<file path="config.mk">
export PLATFORM = sky130hd
export DESIGN_NAME = sequenced_task_dispatch_queue
export DESIGN_NICKNAME = d
export VERILOG_FILES = /design/src/hw/rtl/stdq_pkg.sv /design/src/hw/rtl/stdq_ram.sv /design/src/hw/rtl/sequenced_task_dispatch_queue.sv
export SDC_FILE = /design/constraint.sdc
export NUM_CORES = 1
export LEC_CHECK = 0
export BUFFER_PORTS_ARGS = -buffer_cell sky130_fd_sc_hd__buf_2
export CAP_MARGIN = 30
export CORE_UTILIZATION = 40
export CTS_CLUSTER_DIAMETER = 80
export DETAILED_ROUTE_END_ITERATION = 8
export SKIP_LAST_GASP = 1
export SYNTH_ARGS = -nofsm -noshare
export SYNTH_HDL_FRONTEND = slang
export SYNTH_SLANG_ARGS = --single-unit
</file>
<file path="constraint.sdc">
create_clock -name clk -period 9.7 [get_ports clk]
set_clock_uncertainty 0.2 [all_clocks]
set_input_delay 1.94 -clock clk [delete_from_list [all_inputs] [get_ports clk]]
set_output_delay 1.94 -clock clk [all_outputs]
set_load 0.01 [all_outputs]
</file>
<file path="src/hw/rtl/stdq_pkg.sv">
`timescale 1ns / 1ps
`default_nettype none

package stdq_pkg;

	localparam int ENTRIES = 16;
	localparam int IDX_W   = $clog2(ENTRIES);
	localparam int CNT_W   = $clog2(ENTRIES + 1);
	localparam int KEY_W   = 32;
	localparam int TAG_W   = 16;
	localparam int OP_W    = 3;
	localparam int STAT_W  = 2;

	localparam logic [OP_W-1:0] OP_INSERT     = 3'd0;
	localparam logic [OP_W-1:0] OP_RESOLVED   = 3'd1;
	localparam logic [OP_W-1:0] OP_DEP_FAILED = 3'd2;
	localparam logic [OP_W-1:0] OP_CANCEL     = 3'd3;
	localparam logic [OP_W-1:0] OP_POP        = 3'd4;
	localparam logic [OP_W-1:0] OP_CLEAR      = 3'd5;
	localparam logic [OP_W-1:0] OP_QUERY      = 3'd6;

	typedef enum logic [STAT_W-1:0] {
		STAT_OK     = 2'd0,
		STAT_DUP    = 2'd1,
		STAT_FULL   = 2'd2,
		STAT_ABSENT = 2'd3
	} status_t;

	typedef enum logic [1:0] {
		KIND_REQ     = 2'd0,
		KIND_REQ_RDY = 2'd1,
		KIND_RTY     = 2'd2,
		KIND_RTY_RDY = 2'd3
	} kind_t;

	// Kind groups searched by pop and clear.
	typedef enum logic [1:0] {
		GRP_REQ     = 2'd0,
		GRP_RTY     = 2'd1,
		GRP_RTY_RDY = 2'd2
	} grp_t;

	typedef enum logic [1:0] {
		ST_IDLE,
		ST_SCAN,
		ST_EVAL,
		ST_RESP
	} state_t;

	function automatic logic in_group(kind_t k, grp_t g);
		logic r;
		unique case (g)
			GRP_REQ:     r = (k == KIND_REQ) || (k == KIND_REQ_RDY);
			GRP_RTY:     r = (k == KIND_RTY);
			GRP_RTY_RDY: r = (k == KIND_RTY_RDY);
			default:     r = 1'b0;
		endcase
		return r;
	endfunction

endpackage

`default_nettype wire

</file>
<file path="src/hw/rtl/stdq_ram.sv">
`timescale 1ns / 1ps
`default_nettype none

module stdq_ram #(
	parameter int WIDTH = 8,
	parameter int DEPTH = 16
) (
	input  logic                     clk,
	input  logic                     we,
	input  logic [$clog2(DEPTH)-1:0] waddr,
	input  logic [WIDTH-1:0]         wdata,
	input  logic [$clog2(DEPTH)-1:0] raddr,
	output logic [WIDTH-1:0]         rdata
);

	logic [WIDTH-1:0] mem_q [DEPTH];

	always_ff @(posedge clk) begin
		if (we) begin
			mem_q[waddr] <= wdata;
		end
		rdata <= mem_q[raddr];
	end

endmodule

`default_nettype wire

</file>
<file path="src/hw/rtl/sequenced_task_dispatch_queue.sv">
`timescale 1ns / 1ps
`default_nettype none

// Pending-task table of ENTRIES slots keyed by a 32-bit sequence number. Keys and tags
// live in a small RAM that is walked one slot per cycle through its single read port,
// while one comparator either matches the beat's key or tracks the smallest key of a
// kind group. Each pass reads every slot and ends in an evaluation state, after which the
// result waits in a response state until the output register is free. Pop takes one or
// two passes, and clear-all takes one pass per emitted entry plus up to three more for
// exhausted groups. The block takes one input beat at a time; a finished result sits in the
// output register while the next beat is already being worked on. Slot valid bits are
// flops cleared by reset, so no clearing pass is needed after reset.
module sequenced_task_dispatch_queue (
	input  logic                          clk,
	input  logic                          arst_n,
	input  logic                          in_valid,
	output logic                          in_ready,
	input  logic [stdq_pkg::OP_W-1:0]     opcode,
	input  logic [stdq_pkg::KEY_W-1:0]    seq_key,
	input  logic                          is_retry,
	input  logic [stdq_pkg::TAG_W-1:0]    task_tag,
	output logic                          out_valid,
	input  logic                          out_ready,
	output logic [stdq_pkg::STAT_W-1:0]   status,
	output logic                          task_valid,
	output logic [stdq_pkg::TAG_W-1:0]    out_tag,
	output logic                          ready_retry,
	output logic                          present,
	output logic                          deps_ready,
	output logic                          queue_empty,
	output logic                          last
);

	import stdq_pkg::*;

	state_t state_q, state_d;

	logic [OP_W-1:0]  op_q;
	logic [KEY_W-1:0] key_q;
	logic             retry_q;
	logic [TAG_W-1:0] tag_q;

	logic [ENTRIES-1:0] valid_q;
	kind_t              kind_q [ENTRIES];
	logic [CNT_W-1:0]   occ_q;

	logic [CNT_W-1:0] cnt_q;
	logic             scan_s1;
	logic [IDX_W-1:0] idx_s1;
	grp_t             grp_q;

	logic             hit_q;
	logic [IDX_W-1:0] hit_idx_q;
	logic [KEY_W-1:0] hit_key_q;
	logic [TAG_W-1:0] hit_tag_q;
	logic             free_q;
	logic [IDX_W-1:0] free_idx_q;

	status_t          res_status_q;
	logic             res_tv_q;
	logic [TAG_W-1:0] res_tag_q;
	logic             res_skip_q;
	logic             res_pres_q;
	logic             res_rdy_q;
	logic             res_last_q;

	logic              out_valid_q;
	status_t           out_status_q;
	logic              out_tv_q;
	logic [TAG_W-1:0]  out_tag_q;
	logic              out_skip_q;
	logic              out_pres_q;
	logic              out_rdy_q;
	logic              out_empty_q;
	logic              out_last_q;

	logic [KEY_W+TAG_W-1:0] rd_data;
	logic [KEY_W-1:0]       rd_key;
	logic [TAG_W-1:0]       rd_tag;
	logic                   ram_we;

	logic             min_pass;
	logic [KEY_W-1:0] cmp_b;
	logic             cmp_eq;
	logic             cmp_lt;
	logic             ent_valid;
	kind_t            ent_kind;
	kind_t            hit_kind;
	logic             take;
	logic             take_free;
	logic             scan_done;
	logic             scan_start;
	logic             out_free;
	logic             pop_take;
	logic             pop_retry;
	logic             clr_next;

	stdq_ram #(
		.WIDTH(KEY_W + TAG_W),
		.DEPTH(ENTRIES)
	) u_entry_ram (
		.clk  (clk),
		.we   (ram_we),
		.waddr(free_idx_q),
		.wdata({key_q, tag_q}),
		.raddr(cnt_q[IDX_W-1:0]),
		.rdata(rd_data)
	);

	assign rd_key = rd_data[TAG_W +: KEY_W];
	assign rd_tag = rd_data[TAG_W-1:0];

	// Shared comparator: key match for lookups, running minimum for pop and clear.
	assign min_pass  = (op_q == OP_POP) || (op_q == OP_CLEAR);
	assign cmp_b     = min_pass ? hit_key_q : key_q;
	assign cmp_eq    = (rd_key == cmp_b);
	assign cmp_lt    = (rd_key < cmp_b);

	assign ent_valid = valid_q[idx_s1];
	assign ent_kind  = kind_q[idx_s1];
	assign hit_kind  = kind_q[hit_idx_q];

	assign take = scan_s1 && ent_valid &&
		(min_pass ? (in_group(ent_kind, grp_q) && (!hit_q || cmp_lt)) : (cmp_eq && !hit_q));
	assign take_free = scan_s1 && !ent_valid && !free_q && !min_pass;

	assign scan_done = (cnt_q == CNT_W'(ENTRIES)) && !scan_s1;
	assign out_free  = !out_valid_q || out_ready;

	// Head-of-line rule: the smallest request is taken only when it is ready.
	assign pop_take  = (op_q == OP_POP) && hit_q &&
		((grp_q == GRP_RTY_RDY) || (hit_kind == KIND_REQ_RDY));
	assign pop_retry = (op_q == OP_POP) && !hit_q && (grp_q == GRP_RTY_RDY);
	assign clr_next  = (op_q == OP_CLEAR) && !hit_q && (grp_q != GRP_RTY_RDY);

	assign ram_we = (state_q == ST_EVAL) && (op_q == OP_INSERT) && !hit_q && free_q;

	assign scan_start = (state_d == ST_SCAN) && (state_q != ST_SCAN);

	always_ff @(posedge clk or negedge arst_n) begin
		if (!arst_n) begin
			state_q <= ST_IDLE;
		end else begin
			state_q <= state_d;
		end
	end

	always_comb begin
		state_d = state_q;
		unique case (state_q)
			ST_IDLE: begin
				if (in_valid) begin
					state_d = (opcode <= OP_QUERY) ? ST_SCAN : ST_RESP;
				end
			end
			ST_SCAN: begin
				if (scan_done) begin
					state_d = ST_EVAL;
				end
			end
			ST_EVAL: begin
				state_d = (pop_retry || clr_next) ? ST_SCAN : ST_RESP;
			end
			ST_RESP: begin
				if (out_free) begin
					state_d = ((op_q == OP_CLEAR) && !res_last_q) ? ST_SCAN : ST_IDLE;
				end
			end
			default: state_d = ST_IDLE;
		endcase
	end

	// Control state.
	always_ff @(posedge clk or negedge arst_n) begin
		if (!arst_n) begin
			valid_q     <= '0;
			occ_q       <= '0;
			cnt_q       <= '0;
			scan_s1     <= 1'b0;
			hit_q       <= 1'b0;
			free_q      <= 1'b0;
			out_valid_q <= 1'b0;
		end else begin
			if (scan_start) begin
				cnt_q   <= '0;
				scan_s1 <= 1'b0;
				hit_q   <= 1'b0;
				free_q  <= 1'b0;
			end
			if (state_q == ST_SCAN) begin
				if (cnt_q != CNT_W'(ENTRIES)) begin
					cnt_q   <= cnt_q + CNT_W'(1);
					scan_s1 <= 1'b1;
				end else begin
					scan_s1 <= 1'b0;
				end
				if (take) begin
					hit_q <= 1'b1;
				end
				if (take_free) begin
					free_q <= 1'b1;
				end
			end
			if (state_q == ST_EVAL) begin
				unique case (op_q)
					OP_INSERT: begin
						if (!hit_q && free_q) begin
							valid_q[free_idx_q] <= 1'b1;
							occ_q <= occ_q + CNT_W'(1);
						end
					end
					OP_DEP_FAILED: begin
						if (hit_q && (hit_kind != KIND_RTY_RDY)) begin
							valid_q[hit_idx_q] <= 1'b0;
							occ_q <= occ_q - CNT_W'(1);
						end
					end
					OP_CANCEL, OP_CLEAR: begin
						if (hit_q) begin
							valid_q[hit_idx_q] <= 1'b0;
							occ_q <= occ_q - CNT_W'(1);
						end
					end
					OP_POP: begin
						if (pop_take) begin
							valid_q[hit_idx_q] <= 1'b0;
							occ_q <= occ_q - CNT_W'(1);
						end
					end
					default: begin
					end
				endcase
			end
			if ((state_q == ST_RESP) && out_free) begin
				out_valid_q <= 1'b1;
			end else if (out_ready) begin
				out_valid_q <= 1'b0;
			end
		end
	end

	// Payload and datapath.
	always_ff @(posedge clk) begin
		if ((state_q == ST_IDLE) && in_valid) begin
			op_q         <= opcode;
			key_q        <= seq_key;
			retry_q      <= is_retry;
			tag_q        <= task_tag;
			grp_q        <= (opcode == OP_POP) ? GRP_RTY_RDY : GRP_REQ;
			res_status_q <= STAT_OK;
			res_tv_q     <= 1'b0;
			res_tag_q    <= '0;
			res_skip_q   <= 1'b0;
			res_pres_q   <= 1'b0;
			res_rdy_q    <= 1'b0;
			res_last_q   <= 1'b1;
		end
		if (state_q == ST_SCAN) begin
			idx_s1 <= cnt_q[IDX_W-1:0];
			if (take) begin
				hit_idx_q <= idx_s1;
				hit_key_q <= rd_key;
				hit_tag_q <= rd_tag;
			end
			if (take_free) begin
				free_idx_q <= idx_s1;
			end
		end
		if (state_q == ST_EVAL) begin
			unique case (op_q)
				OP_INSERT: begin
					if (hit_q) begin
						res_status_q <= STAT_DUP;
					end else if (!free_q) begin
						res_status_q <= STAT_FULL;
					end else begin
						kind_q[free_idx_q] <= retry_q ? KIND_RTY : KIND_REQ;
					end
				end
				OP_RESOLVED: begin
					if (hit_q && (hit_kind == KIND_REQ)) begin
						kind_q[hit_idx_q] <= KIND_REQ_RDY;
					end else if (hit_q && (hit_kind == KIND_RTY)) begin
						kind_q[hit_idx_q] <= KIND_RTY_RDY;
					end
				end
				OP_QUERY: begin
					if (!hit_q) begin
						res_status_q <= STAT_ABSENT;
					end else begin
						res_pres_q <= 1'b1;
						res_rdy_q  <= (hit_kind == KIND_REQ_RDY) || (hit_kind == KIND_RTY_RDY);
					end
				end
				OP_POP: begin
					if (pop_take) begin
						res_tv_q   <= 1'b1;
						res_tag_q  <= hit_tag_q;
						res_skip_q <= (grp_q == GRP_RTY_RDY);
					end
					if (pop_retry) begin
						grp_q <= GRP_REQ;
					end
				end
				OP_CLEAR: begin
					if (hit_q) begin
						res_tv_q   <= 1'b1;
						res_tag_q  <= hit_tag_q;
						res_last_q <= (occ_q == CNT_W'(1));
					end else if (clr_next) begin
						grp_q <= (grp_q == GRP_REQ) ? GRP_RTY : GRP_RTY_RDY;
					end else begin
						res_tv_q   <= 1'b0;
						res_tag_q  <= '0;
						res_last_q <= 1'b1;
					end
				end
				default: begin
				end
			endcase
		end
		if ((state_q == ST_RESP) && out_free) begin
			out_status_q <= res_status_q;
			out_tv_q     <= res_tv_q;
			out_tag_q    <= res_tag_q;
			out_skip_q   <= res_skip_q;
			out_pres_q   <= res_pres_q;
			out_rdy_q    <= res_rdy_q;
			// Every clear beat reports an empty table.
			out_empty_q  <= (op_q == OP_CLEAR) || (occ_q == '0);
			out_last_q   <= res_last_q;
		end
	end

	assign in_ready    = (state_q == ST_IDLE);
	assign out_valid   = out_valid_q;
	assign status      = out_status_q;
	assign task_valid  = out_tv_q;
	assign out_tag     = out_tag_q;
	assign ready_retry = out_skip_q;
	assign present     = out_pres_q;
	assign deps_ready  = out_rdy_q;
	assign queue_empty = out_empty_q;
	assign last        = out_last_q;

	a_occ_matches_valid: assert property (@(posedge clk) disable iff (!arst_n)
		occ_q == CNT_W'($countones(valid_q)))
		else $error("occupancy count disagrees with slot valid bits");

	a_hit_is_valid: assert property (@(posedge clk) disable iff (!arst_n)
		(state_q == ST_EVAL) && hit_q |-> valid_q[hit_idx_q])
		else $error("selected slot is not valid at evaluation");

	a_tag_beat_clean: assert property (@(posedge clk) disable iff (!arst_n)
		out_valid_q && out_tv_q |-> (out_status_q == STAT_OK) && !out_pres_q && !out_rdy_q)
		else $error("tag beat carries query or error fields");

endmodule

`default_nettype wire

</file>
==> results.md, run 1 <==
| Result | Value |
| --- | --- |
| Outcome | completed |
| R2R depth | 13 |
| Total length of routed wires | 89,100 microns |
| Worst Setup Slack post-DPL | 3.89 ns |
| Wire length of the first global-routing pass | 132,000 microns |
| Pre-Repair DR Iteration Count | 5 |
| Min-Delay Path Depth | 0 |
| Worst Setup End Kind | flip-flop |
| Antenna violations before repair | 1 |
| Area share of the leading cell type in the synthesized netlist | 70.6% |
| Metal1 wirelength | 37,800 microns |
| Number of flops mapped to enable cells by yosys | 936 |
| Count of final max-slew check failures | 0 |
| Number of buffers inserted to repair setup after CTS | 0 |
| Ys flop type | sky130_fd_sc_hd__edfxtp_1 |
| Number of design-rule violations left by the first detailed-router iteration | 1,550 |
| Skew-Pair Late Insertion Delay | 0.68 ns |
| Uppermost routed layer | met5 |
| Worst Tran Pin Value | 0.925 ns |
| Leakage dissipation | 14.7 nW |
| Count of nets left with antenna violations after detail routing | 0 |
| Area of the placeable core | 98,600 sq um |
| Critical path data arrival time | 5.89 ns |
| Proportion of layout cells with a drive suffix above 1 | 28.1% |
| Antenna diode count | 0 |
| RSZ-0062 raised after global routing | false |
| Number of distinct library cell variants in the gate-level netlist after synthesis | 61 |
| Via total after detailed routing | 18,800 |
| Largest net degree at the start of global routing | 91 |
| CP required | 9.80 ns |
| Area added between synthesis and finish | 14.7% |
| Number of placement rows | 115 |
| Syn_nets | 1,932 |
| Critical path start-end classification | flip-flop to flip-flop |
| Fraction of registers with async set or reset after synthesis | 3.05% |
| Largest voltage drop on the vdd net | 210 uV |
| # clock sinks | 1,049 |
| Min cycle time layout | 5.79 ns |
| Global route total overflow | 0 |
| Post-synthesis instance total | 1,834 |
| Aggregate negative setup slack | 0 ns |
| Per-cell routed wire length | 26.5 microns |
| Top-level I/O count | 82 |
| Startpoint Class | flip-flop |
| Hold buffer count at cts | 0 |
| Total routing resource utilization after global routing | 17.8% |
| Fin nets | 2,075 |
| Worst hold-check slack | 0.204 ns |
| Worst hold-check path type | flip-flop to flip-flop |
| Number of CTS-inserted buffers | 107 |
| Max Root-Sink Buffers | 3 |
| Final Non-Filler Cells | 3,357 |
| TritonCTS clock tree | built |
| Number of warnings issued by yosys | 0 |
| Maximum level of the CTS H-tree | 3 |
| Total placed cells including tap cells | 3,155 |
| Routability congestion estimate | 0.801 |
| Max-Slew Margin vs Limit | 37.8% |
| Cell type with the largest total area after synthesis | sky130_fd_sc_hd__edfxtp_1 |
| Height of the die | 318 microns |
| Setup-violating endpoint count in the final report | 0 |
| Resized cells post-CTS | 0 |
| Timing-limited maximum frequency | 173 MHz |
| Flop and latch count out of synthesis | 1,049 |
| Main area contributors after synthesis | sky130_fd_sc_hd__edfxtp_1 (71%), sky130_fd_sc_hd__mux4_2 (14%), sky130_fd_sc_hd__dfxtp_1 (4.1%), sky130_fd_sc_hd__dfrtp_1 (2.0%), sky130_fd_sc_hd__ha_1 (1.3%) |
| Via count of the first global-routing pass | 20,200 |
| Total die area | 101,000 sq um |
| HPWL Detailed | 47,800 microns |
| Crit path max fanout | 32 |
| Fraction of the cycle the final worst path needs | 59.7% |
| Power Density | 257 nW/um^2 |
| Met2 routed WL | 45,200 microns |
| Clock transition at the registers of the reported paths | 0.06 ns |
| Syn avg cell area | 21.7 sq um |
| Effective utilization at floorplan | 40.4% |
| DRC viols | 0 |
| DR WL met3 | 4220 microns |
| Root buffer selected by CTS | sky130_fd_sc_hd__clkbuf_16 |
| Layout Utilization | 46.3% |
| Count of maximum capacitance violations | 0 |
| Setup WS post-layout | 3.91 ns |
| Synthesized area | 39,800 sq um |
| Ratio of routed vias to standard cells | 5.61 |
| Hold Vio Cnt, Final | 0 |
| Port Buffers | 81 |
| Die width | 318 microns |
| Fraction of the yosys area taken by sequential cells | 76.7% |
layout by cell type, fill, tap and decap left out, types with 21 or more instances in the layout:
| master | synthesis | routed |
|---|---|---|
| sky130_fd_sc_hd__dfxtp_1 | 81 | 81 |
| sky130_fd_sc_hd__clkbuf_16 | 0 | 109 |
| sky130_fd_sc_hd__edfxtp_1 | 936 | 936 |
| sky130_fd_sc_hd__a21oi_1 | 22 | 22 |
| sky130_fd_sc_hd__mux2i_1 | 40 | 40 |
| sky130_fd_sc_hd__dfrtp_1 | 32 | 28 |
| sky130_fd_sc_hd__nand2_1 | 53 | 53 |
| sky130_fd_sc_hd__ha_1 | 42 | 41 |
| sky130_fd_sc_hd__mux4_2 | 254 | 254 |
| sky130_fd_sc_hd__nor2_1 | 54 | 41 |
| sky130_fd_sc_hd__buf_2 | 3 | 81 |
| sky130_fd_sc_hd__buf_4 | 0 | 31 |
| sky130_fd_sc_hd__clkinv_2 | 0 | 21 |
synthesized netlist by cell type, types with 16 or more instances:
cell type / count
sky130_fd_sc_hd__a21oi_1: 22
sky130_fd_sc_hd__a22o_1: 19
sky130_fd_sc_hd__clkbuf_1: 71
sky130_fd_sc_hd__dfrtp_1: 32
sky130_fd_sc_hd__dfxtp_1: 81
sky130_fd_sc_hd__edfxtp_1: 936
sky130_fd_sc_hd__ha_1: 42
sky130_fd_sc_hd__inv_1: 21
sky130_fd_sc_hd__mux2i_1: 40
sky130_fd_sc_hd__mux4_2: 254
sky130_fd_sc_hd__nand2_1: 53
sky130_fd_sc_hd__nor2_1: 54
sky130_fd_sc_hd__nor3_1: 16
sky130_fd_sc_hd__o21ai_0: 20
cells by family (layout without fill, tap and decap cells):
| kind of cell | count (synthesis) | after routing | synth area share, % |
|---|---|---|---|
| simple gates | 194 | 194 | 2.41 |
| xor+xnor | 9 | 9 | 0.198 |
| fa+ha+maj | 42 | 42 | 1.32 |
| compound gates | 119 | 119 | 2.15 |
| flops | 1049 | 1049 | 76.7 |
| buf+inv | 109 | 345 | 1.06 |
| mux | 312 | 312 | 16.2 |
layout make-up:
class	instances	area [sq um]
clock inverter	62	627
tap	1287	1610
clock buffer	140	2950
sequential	1049	30500
timing repair buffer	121	878
fill	8032	52900
inverter	22	83.8
multi-input combinational	676	8990
where the power goes:
group / leakage (nW) / internal (mW) / switching [mW] / total (mW)
Combinational: 3.47 / 1.18 / 0.946 / 2.13
Clock: 1.76 / 2.44 / 1.70 / 4.15
Sequential: 9.47 / 5.14 / 0.328 / 5.47
Total: 14.7 / 8.76 / 2.98 / 11.7
metrics by stage:
stage	power (mW)	cell area, sq um
after global placement	7.69	41900
after floorplan	7.10	39800
final	11.7	45700
after global routing	12.2	45700
after CTS	11.9	45700
after detailed placement	7.73	42100
state kept, by name (all words and copies together) (netlist names), 2 cells and up, named ones only:
signal	cells
u_entry_ram.mem_q	768
u_entry_ram.rdata	48
hit_key_q	32
key_q	32
kind_q	32
hit_tag_q	16
out_tag	16
res_tag_q	16
tag_q	16
valid_q	16
cnt_q	5
occ_q	5
free_idx_q	4
hit_idx_q	4
idx_s1	4
op_q	3
grp_q	2
res_status_q	2
state_q	2
status	2
critical path, cell delays in order (launching register included):
cell and delay (ns):
sky130_fd_sc_hd__edfxtp_1 0.49, sky130_fd_sc_hd__inv_1 0.19, sky130_fd_sc_hd__ha_2 0.58, sky130_fd_sc_hd__buf_4 0.46, sky130_fd_sc_hd__mux2i_1 0.24, sky130_fd_sc_hd__ha_1 0.28
sky130_fd_sc_hd__a21oi_1 0.15, sky130_fd_sc_hd__o21ai_0 0.11, sky130_fd_sc_hd__a2111oi_0 0.53, sky130_fd_sc_hd__a31oi_1 0.28, sky130_fd_sc_hd__o41ai_2 0.55, sky130_fd_sc_hd__nand2_2 0.21
sky130_fd_sc_hd__inv_2 0.52, sky130_fd_sc_hd__buf_4 0.55
per-layer routing:
layer	vias up	track usage, %
met3	129	2.60
met1	10200	23.7
met5	-	0
li1	7964	-
met4	2	5.31
met2	523	30.2
worst paths after layout:
path	start	endpoint	slack [ns]
max in group asynchronous	arst_n	cnt_q[3]	7.55
worst max register to register	op_q[1]	hit_key_q[21]	3.91
worst max-delay path	op_q[1]	hit_key_q[21]	3.91
min in group asynchronous	arst_n	occ_q[3]	1.15
worst min-delay path	u_entry_ram.rdata[8]	hit_tag_q[8]	0.20
worst min register to register	u_entry_ram.rdata[8]	hit_tag_q[8]	0.20
No activity file was read; power rests on OpenSTA's default activity.
==> inputs of run 2 (changes only) <==
ABC_AREA = 1   (was unset)
clock period = 4.7 ns   (was 9.7 ns; I/O delays follow)
==> results.md, run 2 <==
| Result | Value |
| --- | --- |
| Setup-violating endpoint count in the final report | 0 |
| Crit path max fanout | 34 |
| Number of design-rule violations left by the first detailed-router iteration | 2,614 |
| Fraction of registers with async set or reset after synthesis | 3.05% |
| Timing-limited maximum frequency | 242 MHz |
| Resized cells post-CTS | 0 |
| Leading cell type in the layout, fill and taps excluded | sky130_fd_sc_hd__edfxtp_1 |
| Post-synthesis instance total | 3,320 |
| Worst setup startpoint | op_q[1] |
| Syn avg cell area | 12.6 sq um |
| Max Root-Sink Buffers | 3 |
| Number of distinct library cell variants in the gate-level netlist after synthesis | 47 |
| TritonCTS clock tree | built |
| Count of final max-slew check failures | 0 |
| CP dominant cell by count | sky130_fd_sc_hd__nand2_1 |
| Top cells by count, synth | sky130_fd_sc_hd__edfxtp_1 (936), sky130_fd_sc_hd__nor2_1 (481), sky130_fd_sc_hd__o21ai_0 (463), sky130_fd_sc_hd__nand2_1 (376), sky130_fd_sc_hd__nand3_1 (185) |
| Fraction of the cycle the final worst path needs | 87.8% |
| Hold Vio Cnt, Final | 0 |
| Main area contributors after synthesis | sky130_fd_sc_hd__edfxtp_1 (67%), sky130_fd_sc_hd__o21ai_0 (5.6%), sky130_fd_sc_hd__nor2_1 (4.3%), sky130_fd_sc_hd__dfxtp_1 (3.9%), sky130_fd_sc_hd__nand2_1 (3.4%) |
| Worst reg2reg setup slack | 0.57 ns |
| # clock sinks | 1,049 |
| Via count of the first global-routing pass | 25,000 |
| Port Buffers | 81 |
| Outcome | completed |
| Skew-Pair Late Insertion Delay | 0.68 ns |
| Count of nets left with antenna violations after detail routing | 0 |
| Psw | 8.51 mW |
| Count of maximum capacitance violations | 0 |
| Switching fraction of total power | 32.6% |
| Area added between synthesis and finish | 13.8% |
| Wire length of the first global-routing pass | 158,000 microns |
| Largest net degree at the start of global routing | 196 |
| Total die area | 106,000 sq um |
| Worst Setup End Kind | flip-flop |
| Top-count cell post-synth | sky130_fd_sc_hd__edfxtp_1 |
| Area of the placeable core | 103,000 sq um |
| Cell type with the largest total area after synthesis | sky130_fd_sc_hd__edfxtp_1 |
| Number of warnings issued by yosys | 0 |
| Worst stage delay on the critical path | 0.44 ns |
| Number of flops mapped to enable cells by yosys | 936 |
| Min cycle time layout | 4.13 ns |
| RSZ-0062 raised after global routing | false |
| Synthesized area | 41,700 sq um |
| Number of CTS-inserted buffers | 103 |
| Ys flop type | sky130_fd_sc_hd__edfxtp_1 |
| Leakage dissipation | 16.3 nW |
| Root buffer selected by CTS | sky130_fd_sc_hd__clkbuf_16 |
| Per-cell routed wire length | 21.6 microns |
| Total routing resource utilization after global routing | 19.6% |
| Worst hold-check path type | input pin to asynchronous set/reset pin |
| Proportion of layout cells with a drive suffix above 1 | 10.1% |
| Total length of routed wires | 105,000 microns |
| Internal portion of total power | 17.6 mW |
| Die width | 325 microns |
| Area share of the leading cell type in the synthesized netlist | 67.4% |
| Height of the die | 325 microns |
| Startpoint Class | flip-flop |
| Worst path cell trace | inv_1, ha_2, buf_12, mux2i_1, ha_1, nand2_1, inv_1, nand2_1, nor2_1, nand2_1, nor2_1, nand2_1, nand4_1, a21oi_1, nand2_1, nand2_1, nand2_1, inv_2, buf_4 |
| Largest regs | u_entry_ram.mem_q x768, u_entry_ram.rdata x48 |
| Pre-Repair DR Iteration Count | 5 |
| Capturing instance or port of the critical path | hit_idx_q[1] |
| Aggregate negative setup slack | 0 ns |
| Reg with most FFs | u_entry_ram.mem_q |
| Flop and latch count out of synthesis | 1,049 |
| Antenna diode count | 0 |
| Ratio of routed vias to standard cells | 5.44 |
| Routability congestion estimate | 0.874 |
| Power Density | 550 nW/um^2 |
| Effective utilization at floorplan | 40.3% |
| Power share of the combinational group | 24.2% |
| CP required | 4.81 ns |
| Critical path data arrival time | 4.24 ns |
| Slowest stage cell, crit path | sky130_fd_sc_hd__edfxtp_1 |
| Antenna violations before repair | 5 |
| Largest voltage drop on the vdd net | 579 uV |
| Maximum level of the CTS H-tree | 3 |
| Number of placement rows | 118 |
| Critical path start-end classification | flip-flop to flip-flop |
| Hold buffer count at cts | 0 |
| R2R depth | 19 |
| Worst hold-check slack | 0.152 ns |
| Number of buffers inserted to repair setup after CTS | 0 |
| Fin nets | 3,482 |
| Most used cells in the layout excluding fill and tap cells | sky130_fd_sc_hd__edfxtp_1 (936), sky130_fd_sc_hd__nor2_1 (479), sky130_fd_sc_hd__o21ai_0 (463) |
| Portion of total power attributed to sequential cells | 43.2% |
| Number of flip-flops in the largest register | 768 |
| Filler Cells Inserted | 9,119 |
| Syn_nets | 3,418 |
| Global route total overflow | 0 |
| Max-Slew Margin vs Limit | 32.2% |
| Fraction of the yosys area taken by sequential cells | 73.2% |
| Relative contribution of the clock network to total power | 32.6% |
| Via total after detailed routing | 26,400 |
| Top-level I/O count | 82 |
| HPWL Detailed | 54,000 microns |
| Layout Utilization | 45.9% |
| Clock transition at the registers of the reported paths | 0.07 ns |
| Capture point of the worst reg-to-reg path | hit_idx_q[1] |
| Worst Tran Pin Value | 1.02 ns |
| DRC viols | 0 |
| Startpoint of the most critical register-to-register path | op_q[1] |
run 2: cell type report:
cell class / count / area (sq um) / share of cell area [%]
Multi-Input combinational cell: 1933 / 9900 / 20.9
Inverter: 149 / 574 / 1.21
Timing Repair Buffer: 148 / 1220 / 2.56
Tap cell: 1380 / 1730 / 3.64
Sequential cell: 1049 / 30500 / 64.3
Clock inverter: 50 / 596 / 1.25
Clock buffer: 146 / 2920 / 6.16
run 2: metal layers:
metal | vias to the layer above | part of all wire, % | track usage (%)
li1 | 12300 | - | -
met1 | 13100 | 45 | 27.7
met2 | 847 | 47 | 31.8
met3 | 139 | 5.9 | 2.63
met4 | 6 | 1.9 | 5.45
met5 | - | 0.034 | 0
run 2: logic make-up (layout without fill, tap and decap cells):
logic type	Yosys count	in the layout	share of synthesized area, %
xor gates and xnor gates	10	10	0.210
AOI/OAI and AO/OA	760	760	10.6
DFF	1049	1049	73.2
adders and majority gates	42	42	1.26
buffers and inverters	338	493	3.28
and+or+nand+nor	1090	1090	10.7
muxes	31	31	0.744
run 2: worst min path at each step:
stage	endpoint	slack, ns	cells past startpoint
2_1_floorplan	hit_tag_q[0]	0.19	0
3_3_place_gp	hit_tag_q[1]	0.19	0
3_5_place_dp	hit_tag_q[1]	0.19	0
4_1_cts	cnt_q[4]	0.16	1
5_1_grt	hit_tag_q[9]	0.21	0
6_report	cnt_q[4]	0.15	1
run 2: stage by stage:
| step | instances | setup WS (ns) | power (mW) | area [sq um] |
|---|---|---|---|---|
| 2_1_floorplan | 3320 | -0.435 | 15.6 | 41700 |
| 3_3_place_gp | 4647 | 0.709 | 17.7 | 43600 |
| 3_5_place_dp | 4655 | 0.610 | 17.7 | 43900 |
| 4_1_cts | 4851 | 0.588 | 26.2 | 47400 |
| 5_1_grt | 4855 | 0.329 | 27.4 | 47500 |
| 6_report | 4855 | 0.572 | 26.1 | 47500 |
run 2: power groups by stage:
stage               registers [mW]  clock network, mW  logic, mW
floorplan                     11.0                  0       4.64
global placement              11.5                  0       6.21
detailed placement            11.5                  0       6.27
CTS                           11.3               8.63       6.29
global route                  11.3               8.99       7.04
finish                        11.3               8.51       6.31
run 2: worst max-delay path, delay by kind of cell (launching register included):
family                   cells  cell delay (ns)
adder cells (fa/ha/maj)      2             0.50
AO/OA/AOI/OAI                1             0.22
AND/OR/NAND/NOR             10             1.14
buffers and inverters        5             0.91
flip-flops                   1             0.44
multiplexers                 1             0.29
==> inputs of run 3 (changes only) <==
GPL_TIMING_DRIVEN = 0   (was unset)
==> results.md, run 3 (same netlist as run 2, synthesis figures left out) <==
| Result | Value |
| --- | --- |
| Outcome | completed |
| Area of the placeable core | 103,000 sq um |
| Clock transition at the registers of the reported paths | 0.06 ns |
| Leakage dissipation | 16.9 nW |
| Top-level I/O count | 82 |
| Worst hold-check path type | input pin to asynchronous set/reset pin |
| Startpoint of the most critical register-to-register path | op_q[1] |
| Wire length of the first global-routing pass | 170,000 microns |
| Layout Cell Area excl Fill | 48,700 sq um |
| Timing-limited maximum frequency | 218 MHz |
| Critical path start-end classification | flip-flop to flip-flop |
| Per-cell routed wire length | 22.6 microns |
| Portion of total power attributed to sequential cells | 40.1% |
| Relative contribution of the clock network to total power | 30.7% |
| Global route total overflow | 0 |
| Largest net degree at the start of global routing | 36 |
| Skew-Pair Late Insertion Delay | 0.71 ns |
| Fin nets | 3,708 |
| Number of design-rule violations left by the first detailed-router iteration | 2,961 |
| Number of placement rows | 118 |
| Largest voltage drop on the vdd net | 347 uV |
| Routability congestion estimate | 0.888 |
| Total die area | 106,000 sq um |
| Hold Vio Cnt, Final | 0 |
| Worst reg2reg setup slack | 0.12 ns |
| Count of final max-slew check failures | 0 |
| Post-Place Cell Area | 45,000 sq um |
| TritonCTS clock tree | built |
| Capture point of the worst reg-to-reg path | hit_tag_q[5] |
| Worst path cell trace | inv_2, ha_4, clkbuf_4, buf_8, mux2i_1, ha_1, nand2_1, inv_1, nand2_1, nor2_1, nand2_1, nor2_2, nand2_2, nand4_1, a21oi_1, nand2_1, nand2_1, nand2_2, bufinv_16, bufbuf_16 |
| # clock sinks | 1,049 |
| CP dominant cell by count | sky130_fd_sc_hd__nand2_1 |
| Total routing resource utilization after global routing | 21.5% |
| Antenna violations before repair | 2 |
| Antenna diode count | 0 |
| Port Buffers | 81 |
| DRC viols | 0 |
| Reg with most FFs | u_entry_ram.mem_q |
| Number of flip-flops in the largest register | 768 |
| Startpoint Class | flip-flop |
| CP required | 4.90 ns |
| R2R depth | 20 |
| Height of the die | 325 microns |
| Switching fraction of total power | 35.7% |
| Die width | 325 microns |
| Power share of the combinational group | 29.2% |
| Effective utilization at floorplan | 40.3% |
| Max-Slew Margin vs Limit | 30.6% |
| Crit path max fanout | 18 |
| Root buffer selected by CTS | sky130_fd_sc_hd__clkbuf_16 |
| Internal portion of total power | 17.6 mW |
| Via total after detailed routing | 27,700 |
| Max Root-Sink Buffers | 3 |
| Slowest stage cell, crit path | sky130_fd_sc_hd__edfxtp_1 |
| Min cycle time layout | 4.58 ns |
| Fraction of the cycle the final worst path needs | 97.5% |
| HPWL Detailed | 81,000 microns |
| Maximum level of the CTS H-tree | 3 |
| Count of maximum capacitance violations | 0 |
| Via count of the first global-routing pass | 26,400 |
| Worst stage delay on the critical path | 0.44 ns |
| Hold buffer count at cts | 0 |
| Critical path data arrival time | 4.78 ns |
| Power Density | 561 nW/um^2 |
| Setup-violating endpoint count in the final report | 0 |
| Ratio of routed vias to standard cells | 5.45 |
| Worst Setup Slack post-DPL | -1.40 ns |
| Worst Setup End Kind | flip-flop |
| Most used cells in the layout excluding fill and tap cells | sky130_fd_sc_hd__edfxtp_1 (936), sky130_fd_sc_hd__nor2_1 (478), sky130_fd_sc_hd__o21ai_0 (463) |
| Area added between synthesis and finish | 16.7% |
| Leading cell type in the layout, fill and taps excluded | sky130_fd_sc_hd__edfxtp_1 |
| Pre-Repair DR Iteration Count | 7 |
| Setup WS post-layout | 0.118 ns |
| RSZ-0062 raised after global routing | false |
| Total length of routed wires | 115,000 microns |
| Count of nets left with antenna violations after detail routing | 0 |
| Proportion of layout cells with a drive suffix above 1 | 11.7% |
| Worst Tran Pin Value | 1.04 ns |
| Number of CTS-inserted buffers | 108 |
| Psw | 9.74 mW |
| Largest regs | u_entry_ram.mem_q x768, u_entry_ram.rdata x48 |
run 3: metal layers:
layer  track usage (%)  wire length [microns]  up-vias
met3              3.63                   9930      178
met1              29.9                  48500    13700
met2              34.2                  53300     1166
met4              7.05                   3300        2
li1                  -                      -    12700
met5                 0                      8        -
run 3: area by class of cell:
type                            instances  area [sq um]
Tap cell                             1380          1730
Multi-Input combinational cell       1933          9920
Clock buffer                          141          3020
Clock inverter                         63           483
Timing Repair Buffer                  181          1590
Inverter                              149           586
Buffer                                188           820
Sequential cell                      1049         30500
Fill cell                            9228         54800
run 3: through the flow:
stage               power, mW  utilization [%]  TNS [ns]  cells  hold slack (ns)
floorplan                15.6                -   -276.15   3320            0.186
global placement         18.8             42.4  -3068.85   4781            0.186
detailed placement       18.9             43.5    -69.90   4874            0.191
CTS                      27.3             47.0         0   5082            0.103
global route             28.5             47.0         0   5084            0.182
finish                   27.3             47.0         0   5084            0.115
run 3: repair_timing:
item / CTS / global route
pin swaps: 2 / 2
gates resized for setup: 19 / 0
setup endpoints to repair: 57 / 18
gates cloned: 1 / 0
buffers inserted: 4 / 2
run 3: how the worst max path moves through the flow:
stage / endpoint / start
after floorplan: u_entry_ram.mem_q[1][0] / op_q[2]
after global placement: u_entry_ram.mem_q[12][30] / op_q[2]
after detailed placement: hit_key_q[11] / op_q[1]
after CTS: hit_tag_q[5] / op_q[1]
after global routing: hit_tag_q[5] / op_q[1]
final: hit_tag_q[5] / op_q[1]
run 3: critical path: cells and delay by family, from the launching register on:
kind	cells	cell delay, ns
AND/OR/NAND/NOR	10	1.44
multiplexers	1	0.22
buffers and inverters	6	1.13
flip-flops	1	0.44
AO/OA/AOI/OAI	1	0.28
adder cells (fa/ha/maj)	2	0.50
run 3: power groups by stage:
stage,clock (mW),combinational (mW),sequential (mW)
after floorplan,0,4.64,11.0
after global placement,0,7.66,11.1
after detailed placement,0,7.80,11.1
after CTS,8.51,7.88,10.9
after global routing,8.86,8.68,11.0
final,8.39,7.97,11.0
